**config.mk**
```make
export PLATFORM = sky130hd
export DESIGN_NAME = ipv4_fragment_header_generator_top
export DESIGN_NICKNAME = d
export VERILOG_FILES = /design/src/rtl/ifhg_pkg.sv /design/src/rtl/ifhg_ctrl.sv /design/src/rtl/ifhg_dp.sv /design/src/rtl/ipv4_fragment_header_generator_top.sv
export SDC_FILE = /design/constraint.sdc
export NUM_CORES = 1
export LEC_CHECK = 0
export ABC_CLOCK_PERIOD_IN_PS = 20600
export CELL_PAD_IN_SITES_DETAIL_PLACEMENT = 1
export CELL_PAD_IN_SITES_GLOBAL_PLACEMENT = 1
export CORE_MARGIN = 2
export CORE_UTILIZATION = 45
export CTS_CLUSTER_SIZE = 20
export DETAILED_ROUTE_END_ITERATION = 10
export DONT_BUFFER_PORTS = 1
export PLACE_DENSITY = 0.72
export REMOVE_ABC_BUFFERS = 1
export SYNTH_ARGS = -nofsm -noshare
export SYNTH_HDL_FRONTEND = slang
export SYNTH_SLANG_ARGS = --single-unit
```
**constraint.sdc**
```tcl
create_clock -name i_clk -period 20.6 [get_ports i_clk]
set_clock_uncertainty 0.15 [all_clocks]
set_input_delay 1.03 -clock i_clk [delete_from_list [all_inputs] [get_ports i_clk]]
set_output_delay 1.03 -clock i_clk [all_outputs]
set_load 0.005 [all_outputs]
```
**src/rtl/ifhg_pkg.sv**
```systemverilog
`default_nettype none

package ifhg_pkg;

    // One send request.
    typedef struct packed {
        logic [15:0] payload_length;
        logic [31:0] source_address;
        logic [31:0] dest_address;
        logic [7:0]  protocol_number;
    } t_req;

    // One header description, or the error result.
    typedef struct packed {
        logic        too_large;
        logic [15:0] identification;
        logic [15:0] total_length;
        logic        more_fragments;
        logic [12:0] fragment_offset;
        logic [15:0] header_checksum;
        logic [15:0] slice_start;
        logic [15:0] slice_bytes;
        logic        last_fragment;
    } t_res;

    localparam logic [15:0] HDR_BYTES   = 16'd20;
    localparam logic [15:0] MAX_PAYLOAD = 16'd65515;
    localparam logic [15:0] MIN_LIMIT   = 16'd1032;
    localparam logic [15:0] LIMIT_RESET = 16'd1480;
    localparam logic [7:0]  TTL_VALUE   = 8'h10;
    localparam logic [15:0] VER_IHL_TOS = 16'h4500;

    typedef enum logic [2:0] {
        S_IDLE,
        S_BASE,
        S_TOT,
        S_FRAG,
        S_OUT
    } t_state;

    // Header words in the order the checksum adder visits them.
    typedef enum logic [3:0] {
        W_VER,
        W_ID,
        W_TTL,
        W_SRC_HI,
        W_SRC_LO,
        W_DST_HI,
        W_DST_LO,
        W_TOT,
        W_FRAG
    } t_word;

    typedef struct packed {
        logic  load;
        logic  sum_add;
        t_word word_sel;
        logic  out_frag;
        logic  out_err;
        logic  step;
    } t_cmd;

    typedef struct packed {
        logic in_too_large;
        logic in_empty;
        logic last;
    } t_sts;

endpackage

`default_nettype wire

```
**src/rtl/ifhg_ctrl.sv**
```systemverilog
`default_nettype none

module ifhg_ctrl (
    input  wire logic          i_clk,
    input  wire logic          i_rst_n,
    input  wire logic          i_in_valid,
    output logic               o_in_stall,
    output logic               o_out_valid,
    input  wire logic          i_out_stall,
    input  wire ifhg_pkg::t_sts i_sts,
    output ifhg_pkg::t_cmd     o_cmd
);
    import ifhg_pkg::*;

    t_state r_state, n_state;
    t_word  r_word, n_word;

    always_ff @(posedge i_clk) begin
        if (!i_rst_n) begin
            r_state <= S_IDLE;
            r_word  <= W_VER;
        end else begin
            r_state <= n_state;
            r_word  <= n_word;
        end
    end

    assign o_in_stall  = (r_state != S_IDLE);
    assign o_out_valid = (r_state == S_OUT);

    always_comb begin
        n_state         = r_state;
        n_word          = r_word;
        o_cmd.load      = 1'b0;
        o_cmd.sum_add   = 1'b0;
        o_cmd.word_sel  = r_word;
        o_cmd.out_frag  = 1'b0;
        o_cmd.out_err   = 1'b0;
        o_cmd.step      = 1'b0;
        case (r_state)
            S_IDLE: begin
                if (i_in_valid) begin
                    o_cmd.load = 1'b1;
                    if (i_sts.in_too_large) begin
                        o_cmd.out_err = 1'b1;
                        n_state       = S_OUT;
                    end else if (!i_sts.in_empty) begin
                        n_state = S_BASE;
                        n_word  = W_VER;
                    end
                end
            end
            S_BASE: begin
                o_cmd.sum_add = 1'b1;
                if (r_word == W_DST_LO) begin
                    n_state = S_TOT;
                end else begin
                    n_word = t_word'(4'(r_word) + 4'd1);
                end
            end
            S_TOT: begin
                o_cmd.sum_add  = 1'b1;
                o_cmd.word_sel = W_TOT;
                n_state        = S_FRAG;
            end
            S_FRAG: begin
                o_cmd.sum_add  = 1'b1;
                o_cmd.word_sel = W_FRAG;
                o_cmd.out_frag = 1'b1;
                n_state        = S_OUT;
            end
            S_OUT: begin
                if (!i_out_stall) begin
                    if (i_sts.last) begin
                        n_state = S_IDLE;
                    end else begin
                        o_cmd.step = 1'b1;
                        n_state    = S_TOT;
                    end
                end
            end
            default: begin
                n_state = S_IDLE;
            end
        endcase
    end

endmodule

`default_nettype wire

```
**src/rtl/ifhg_dp.sv**
```systemverilog
`default_nettype none

module ifhg_dp (
    input  wire logic           i_clk,
    input  wire logic           i_rst_n,
    input  wire logic           i_cfg_we,
    input  wire logic [15:0]    i_cfg_wdata,
    input  wire ifhg_pkg::t_req i_req,
    input  wire ifhg_pkg::t_cmd i_cmd,
    output ifhg_pkg::t_sts      o_sts,
    output ifhg_pkg::t_res      o_res
);
    import ifhg_pkg::*;

    // Ones'-complement add with the end-around carry folded back in.
    function automatic logic [15:0] fold_add(input logic [15:0] acc, input logic [15:0] w);
        logic [16:0] t;
        t = {1'b0, acc} + {1'b0, w};
        return t[15:0] + {15'd0, t[16]};
    endfunction

    logic [15:0] r_limit_cfg;
    logic [15:0] r_ident;
    logic [15:0] r_id;
    logic [31:0] r_src;
    logic [31:0] r_dst;
    logic [7:0]  r_proto;
    logic [15:0] r_lim;
    logic [15:0] r_rem;
    logic [15:0] r_start;
    logic [15:0] r_base;
    logic [15:0] r_sum;
    t_res        r_res;

    logic [15:0] n_lim;
    logic        more;
    logic [15:0] bytes;
    logic [15:0] tot;
    logic [15:0] frag;
    logic [15:0] word;
    logic [15:0] acc;
    logic [15:0] n_fold;
    logic        too_large;

    assign too_large = (i_req.payload_length > MAX_PAYLOAD);

    always_comb begin
        n_lim = r_limit_cfg & 16'hFFF8;
        if (n_lim < MIN_LIMIT) begin
            n_lim = MIN_LIMIT;
        end
    end

    assign more  = (r_rem > r_lim);
    assign bytes = more ? r_lim : r_rem;
    assign tot   = HDR_BYTES + bytes;
    assign frag  = {2'b00, more, r_start[15:3]};

    always_comb begin
        case (i_cmd.word_sel)
            W_VER:    word = VER_IHL_TOS;
            W_ID:     word = r_id;
            W_TTL:    word = {TTL_VALUE, r_proto};
            W_SRC_HI: word = r_src[31:16];
            W_SRC_LO: word = r_src[15:0];
            W_DST_HI: word = r_dst[31:16];
            W_DST_LO: word = r_dst[15:0];
            W_TOT:    word = tot;
            W_FRAG:   word = frag;
            default:  word = '0;
        endcase
    end

    // The per-request part of the sum stays in r_base; each fragment
    // starts from it and adds its own length and offset words.
    assign acc    = (i_cmd.word_sel == W_FRAG) ? r_sum : r_base;
    assign n_fold = fold_add(acc, word);

    always_ff @(posedge i_clk) begin
        if (!i_rst_n) begin
            r_limit_cfg <= LIMIT_RESET;
            r_ident     <= '0;
        end else begin
            if (i_cfg_we) begin
                r_limit_cfg <= i_cfg_wdata;
            end
            if (i_cmd.load && !too_large) begin
                r_ident <= r_ident + 16'd1;
            end
        end
    end

    always_ff @(posedge i_clk) begin
        if (i_cmd.load) begin
            r_id    <= r_ident;
            r_src   <= i_req.source_address;
            r_dst   <= i_req.dest_address;
            r_proto <= i_req.protocol_number;
            r_lim   <= n_lim;
            r_rem   <= too_large ? 16'd0 : i_req.payload_length;
            r_start <= '0;
            r_base  <= '0;
        end
        if (i_cmd.sum_add) begin
            if (i_cmd.word_sel == W_TOT || i_cmd.word_sel == W_FRAG) begin
                r_sum <= n_fold;
            end else begin
                r_base <= n_fold;
            end
        end
        if (i_cmd.step) begin
            r_start <= r_start + bytes;
            r_rem   <= r_rem - bytes;
        end
        if (i_cmd.out_err) begin
            r_res.too_large       <= 1'b1;
            r_res.identification  <= '0;
            r_res.total_length    <= '0;
            r_res.more_fragments  <= 1'b0;
            r_res.fragment_offset <= '0;
            r_res.header_checksum <= '0;
            r_res.slice_start     <= '0;
            r_res.slice_bytes     <= '0;
            r_res.last_fragment   <= 1'b1;
        end
        if (i_cmd.out_frag) begin
            r_res.too_large       <= 1'b0;
            r_res.identification  <= r_id;
            r_res.total_length    <= tot;
            r_res.more_fragments  <= more;
            r_res.fragment_offset <= r_start[15:3];
            r_res.header_checksum <= ~n_fold;
            r_res.slice_start     <= r_start;
            r_res.slice_bytes     <= bytes;
            r_res.last_fragment   <= !more;
        end
    end

    assign o_sts.in_too_large = too_large;
    assign o_sts.in_empty     = (i_req.payload_length == 16'd0);
    assign o_sts.last         = r_res.last_fragment;
    assign o_res              = r_res;

endmodule

`default_nettype wire

```
**src/rtl/ipv4_fragment_header_generator_top.sv**
```systemverilog
// IPv4 fragment header generator.
// A send request enters on the input channel (i_in_valid, o_in_stall,
// i_in_data) and produces zero or more result items on the output channel
// (o_out_valid, i_out_stall, o_out_data), one per fragment, in order of
// increasing offset, the last one marked by last_fragment.
// A request is taken only while the block is idle; one request is worked
// on at a time. An accepted request first sums the seven fixed header
// words, then each fragment adds its total length and fragment words on
// the shared checksum adder before its item appears in the output
// register. The next fragment is worked on only after the previous item
// is taken.
// A payload that is too large yields one error item in the cycle after
// acceptance; an empty payload yields nothing and the block is idle again
// in the next cycle.
// While the receiver stalls, the output item holds and the block waits.
// Reset (synchronous, active low) returns the block to idle, clears the
// identifier counter and sets the fragment limit register to 1480.
`default_nettype none

module ipv4_fragment_header_generator_top (
    input  wire logic           i_clk,
    input  wire logic           i_rst_n,
    input  wire logic           i_cfg_we,
    input  wire logic [15:0]    i_cfg_wdata,
    input  wire logic           i_in_valid,
    output logic                o_in_stall,
    input  wire ifhg_pkg::t_req i_in_data,
    output logic                o_out_valid,
    input  wire logic           i_out_stall,
    output ifhg_pkg::t_res      o_out_data
);
    import ifhg_pkg::*;

    t_cmd cmd;
    t_sts sts;

    // The controller sequences the checksum words and the handshakes.
    ifhg_ctrl u_ctrl (
        .i_clk      (i_clk),
        .i_rst_n    (i_rst_n),
        .i_in_valid (i_in_valid),
        .o_in_stall (o_in_stall),
        .o_out_valid(o_out_valid),
        .i_out_stall(i_out_stall),
        .i_sts      (sts),
        .o_cmd      (cmd)
    );

    // The datapath holds the request, the limit, the identifier counter,
    // the checksum accumulators and the output register.
    ifhg_dp u_dp (
        .i_clk      (i_clk),
        .i_rst_n    (i_rst_n),
        .i_cfg_we   (i_cfg_we),
        .i_cfg_wdata(i_cfg_wdata),
        .i_req      (i_in_data),
        .i_cmd      (cmd),
        .o_sts      (sts),
        .o_res      (o_out_data)
    );

endmodule

`default_nettype wire

```
# --- Yosys cells after proc, flatten, opt, wreduce, memory -nomap -nowiden ---
# Index checks and enable logic that the tools add are counted.
word_totals:
  mem_bits_rw: 0
  latchBits: 0
  n_memories: 0
  elab_cells: 105
  regBits: 303
  mem_bits_ro: 0
op_classes:
  multipliers: 0
  addsub: 7
  shift: 0
  n_mux: 36
  div_mod_pow: 0
  eq_ne: 20
  reduce_logical: 15
  order_cmp: 3
  n_bitwise: 1
ops:
  columns: ["operator", "count"]
  rows:
  - ["$mux W95", 2]
  - ["$mux W16", 10]
  - ["$pmux W16 S9", 1]
  - ["$eq A4 B3 Y1 const B", 5]
  - ["$add A16 B16 Y17", 1]
  - ["$add A16 B1 Y16", 1]
  - ["$add A16 B1 Y16 const B", 1]
  - ["$add A16 B16 Y16", 1]
  - ["$add A5 B16 Y16 const A", 1]
  - ["$gt A16 B16 Y1", 1]
  - ["$gt A16 B16 Y1 const B", 1]
  - ["$logic_not A16 Y1", 1]
  - ["$lt A16 B11 Y1 const B", 1]
  - ["$mux W4", 4]
  - ["$not A16 Y16", 1]
  - ["$pmux W4 S2", 2]
  - ["$sub A16 B16 Y16", 1]
  - ["$mux W3", 5]
  - ["$pmux W3 S5", 1]
  - ["$mux W1", 10]
  - ["$ne A2 B2 Y1 const B", 5]
  - ["$eq A4 B2 Y1 const B", 2]
  - ["$eq A3 B2 Y1 const B", 2]
  - ["$reduce_bool A2 Y1", 3]
  - ["18 further kinds", 19]

# --- Logic depth before layout (Yosys ltp) ---
logic_depth:
  depth_word: 8
  mapped_depth: 33

# --- Cells and area by module ---
# From an unflattened synthesis, not the netlist that was laid out.
unflattened:
  hier_cells: 1249
  hier_area_um2: 14402.6
modules_own_cells:
  columns: ["mod", "instances", "area_per_inst_um2", "seq_area_each_um2", "cells_per_inst"]
  rows:
  - ["ifhg_dp", 1, 13824.5, 7797.5, 1183]
  - ["ifhg_ctrl", 1, 578.1, 140.1, 66]

# --- Worst setup path after synthesis ---
# OpenSTA, ideal clock, no wires.
synth_path:
  kind: "register -> register"
  startpoint: "register u_dp.r_rem[15]"
  endpoint: "register u_dp.r_res, in the netlist u_dp.o_res[47] (data pin)"
  stages_incl_launch_ff: 33
  t_arrival_ps: 6189
  required_time_ps: 20184
  path_slack_ps: 13995
  synth_period_minus_slack_ps: 6605
  setup_time_ps: 266
  cell_sequence: "edfxtp_1 ha_1 nand2_1 nor4_2 o31ai_1 a22oi_2 buf_2 clkbuf_1 nor2_1 a21oi_1 inv_1 ha_1 o21ai_0 nor2_1 xnor2_1 o221ai_1 ha_1 nand2_1 nor3_1 o21ai_0 o21a_1 o21bai_1 a21o_1 a21oi_1 o21bai_1 ha_1 ha_1 and3_1 nand2_1 or4_4 nor4_2 xor2_1 nor2_1"
synth_via:
  elab_chain_cells: 8
synth_rtl:
  columns: ["element", "line_no", "text"]
  rows:
  - ["from (decl)", "ifhg_dp.sv:29", "logic [15:0] r_rem;"]
  - ["from (signal assigned)", "ifhg_dp.sv:100", "r_rem <= too_large ? 16'd0 : i_req.payload_length;"]
  - ["from (signal assigned)", "ifhg_dp.sv:113", "r_rem <= r_rem - bytes;"]
  - ["$gt A16 B16 Y1", "ifhg_dp.sv:54", "assign more = (r_rem > r_lim);"]
  - ["$mux W16", "ifhg_dp.sv:55", "assign bytes = more ? r_lim : r_rem;"]
  - ["via u_dp.bytes[3]", "ifhg_dp.sv:37", "logic [15:0] bytes;"]
  - ["$add A5 B16 Y16", "ifhg_dp.sv:56", "assign tot = HDR_BYTES + bytes;"]
  - ["$pmux W16 S9", "ifhg_dp.sv:60", "case (i_cmd.word_sel)"]
  - ["$add A16 B16 Y17", "ifhg_dp.sv:18", "t = {1'b0, acc} + {1'b0, w};"]
  - ["$add A16 B1 Y16", "ifhg_dp.sv:19", "return t[15:0] + {15'd0, t[16]};"]
  - ["via u_dp.n_fold[14]", "ifhg_dp.sv:42", "logic [15:0] n_fold;"]
  - ["$not A16 Y16", "ifhg_dp.sv:132", "r_res.header_checksum <= ~n_fold;"]
  - ["$mux W95", "ifhg_dp.sv:126", "if (i_cmd.out_frag) begin"]
  - ["to (decl)", "ifhg_dp.sv:33", "t_res r_res;"]
# The timed path passes the listed nets, and every way through them passes these cells.
# A chain may end at the register's enable or synchronous reset.

# --- Final worst setup path ---
# Ends and elaborated chain as after synthesis.

==> metrics.cfg <==
[outcome]
status = completed

[min_path]
hold_depth = 2
min-delay-start = u_dp.r_base[2]
whs_endpoint = u_dp.r_base[2]
hp-class = reg2reg

[finish]
drive_above_1_share_pct = 7.686
fillCellCount = 3321
area_delta_synth_final_pct = 10.80
fin_nets = 1463

[drt]
top_layer_used = met4
wirelength_um = 39090
vias_per_cell = 5.767
post-route-drc-count = 0
drt_iter0_markers = 626
first_pass_iters = 5
wl_met2_um = 18020
ant_nets = 0
vias = 9930
met1_length_um = 17810
dr_wl_met3_um = 2011
wl_per_cell_um = 22.70

[grt]
first_global_vias = 10160
grt_pass1_wl_um = 59680
grt_antenna_before_repair = 5
grt_overflow = 0
grt_usage_pct = 23.36
grt_start_max_net_pins = 65

[die]
die_w_um = 182.5
die_area_mm2 = 0.03331
ios = 207
core_mm2 = 0.03147
rows = 65
dieHeight_um = 182.5
initial_core_util_pct = 45.56

[synth]
synth_top_cell_area_share_pct = 47.96
synthCells = 1301
synthArstFlopShare_pct = 0
synth_enable_flop_cells = 229
ys_warn_count = 0
synth_most_common_cell = edfxtp_1
synth_area_leaders = edfxtp_1, dfxtp_1, ha_1
netlist_top_cells_count = edfxtp_1, nand2_1, nor2_1
ys.flop_type = edfxtp_1
synth.distinct_cells = 75
ys_seq_area_share_pct = 55.36
postSynthAreaPerCell_um2 = 11.02
yosys.area.top_type = edfxtp_1
synth_area_mm2 = 0.01434
synth-seq-cells = 282

[worst_setup_path]
r2r-end = u_dp.o_res[47]
end_kind = flip-flop
cpMaxStageDelayCell = or4_4
reg2reg_depth = 28
crit_type = reg2reg
start_kind = flip-flop
arrival_ns = 7.88
critPathMaxFanout = 26
r2r_slack_ns = 12.80
r2r_start = u_dp.r_rem[15]
slowest_delay_ns = 0.53
path_common_cell = ha_1
required_ns = 20.68

[clocking]
clkLatencyLatePin_ns = 0.53
postCtsHoldBufs = 0
htreeDepth = 2
postCtsSetupBuffers = 0
cts_buffers = 34
path_clk_slew_ns = 0.06
cts-root-buf = clkbuf_16
ctsResizeCount = 0
clock_sinks = 282
cts_tree = yes
cts_buffer_depth = 3

[power]
ir_drop_mv = 0.07273
p_per_area_mw_per_mm2 = 113.2
p_leak_nw = 6.018

[place]
portBuffers = 0
hpwl_um = 28590
routabilityCongestion = 0.8798
place_ws_ns = 12.83

[timing]
tns_ns = 0
post-route-period-util_pct = 37.87
rsz0062_at_grt = false
whs_ns = 0.3089
max_freq_mhz = 128.2
drv_slew = 0
relSlewSlack_pct = 36.68
tightest_slew_ns = 0.9497
hold_viol = 0
period_minus_slack_ns = 7.801
setup_viol = 0
setup_ws_ns = 12.80

[job]
cap_violations = 0

-- cell usage in the layout, fill, tap and decap left out, types with 12 or more instances in the layout --
cell type  count
a21o_1        18
a21oi_1       45
a31oi_1       13
and2_1        57
and3_1        12
buf_4         14
clkbuf_16     34
dfxtp_1       52
edfxtp_1     229
ha_1          64
inv_1         49
mux2i_1       49
nand2_1      144
nand2b_1      17
nand3_1       38
nor2_1       115
nor2b_1       22
nor3_1        19
o21ai_0       61
xnor2_1       38
xor2_1        30
-- cell families (layout without fill, tap and decap cells) --
group | after synthesis | in the layout | share of synthesized area [%]
muxes | 54 | 54 | 3.813
DFF | 282 | 282 | 55.36
xor gates and xnor gates | 68 | 68 | 4.154
and+or+nand+nor | 486 | 486 | 16.55
buffers and inverters | 114 | 127 | 3.473
AOI/OAI and AO/OA | 230 | 230 | 10.76
adders and majority gates | 66 | 66 | 5.864
other | 1 | 7 | 0.02615
-- registers in the layout, summed over array words and instances (netlist names) --
name and cells:
u_dp.r_id 16, u_dp.r_dst 32, u_dp.o_res 81, u_dp.r_rem 16
u_dp.r_start 16, u_dp.r_proto 8, u_dp.r_sum 16, u_ctrl.r_state 3
u_dp.r_ident 16, u_dp.r_limit_cfg 13, u_dp.r_src 32, u_dp.r_base 16
u_dp.r_lim 13, u_ctrl.r_word 4
-- cell type report --
type	instances	area, um^2	area share, %
Multi-Input combinational cell	905	5937	37.37
Inverter	51	193.9	1.221
Tap cell	402	503.0	3.166
Sequential cell	282	7939	49.97
Clock buffer	40	883.3	5.560
Clock inverter	22	311.5	1.961
Timing Repair Buffer	14	105.1	0.6615
Antenna cell	6	15.01	0.09450
-- metal layers --
| layer | vias to the layer above | global-route usage, % |
|---|---|---|
| li1 | 4683 | - |
| met1 | 4918 | 31.86 |
| met5 | - | 0 |
| met4 | 0 | 8.484 |
| met3 | 63 | 4.470 |
| met2 | 266 | 37.22 |
-- power breakdown --
part	internal [mW]	total [mW]	switching, mW	leakage [nW]
clock	0.378	0.629	0.251	0.576
combinational	0.165	0.456	0.291	2.93
sequential	0.681	0.713	0.0323	2.51
total	1.22	1.80	0.575	6.02
-- critical path: cells and delay by family, from the launching register on --
kind	cells	cell delay [ns]
buffers and inverters	1	0.43
adder cells (fa/ha/maj)	4	1.20
AND/OR/NAND/NOR	10	2.09
AO/OA/AOI/OAI	10	2.12
multiplexers	1	0.44
XOR/XNOR	2	0.61
flip-flops	1	0.44
-- worst max path at each step --
stage	end	slack [ns]	startpoint	cells after the start
floorplan	u_dp.o_res[47]	13.76	u_dp.r_rem[15]	30
finish	u_dp.o_res[47]	12.80	u_dp.r_rem[15]	28
global route	u_dp.o_res[47]	12.21	u_dp.r_rem[15]	28
global placement	u_dp.o_res[47]	12.91	u_dp.r_rem[13]	28
detailed placement	u_dp.o_res[47]	12.83	u_dp.r_rem[15]	28
CTS	u_dp.o_res[47]	12.79	u_dp.r_rem[15]	28
-- per-stage QoR --
step	cells	cell area (um^2)	util (%)	power [mW]
6_report	1722	15890	50.48	1.799
5_1_grt	1720	15880	50.46	1.887
4_1_cts	1716	15870	50.43	1.809
3_5_place_dp	1654	14680	46.63	1.176
3_3_place_gp	1654	14680	46.63	1.158
2_1_floorplan	1238	14030	-	1.045
Power figures use the tool's default switching activity.
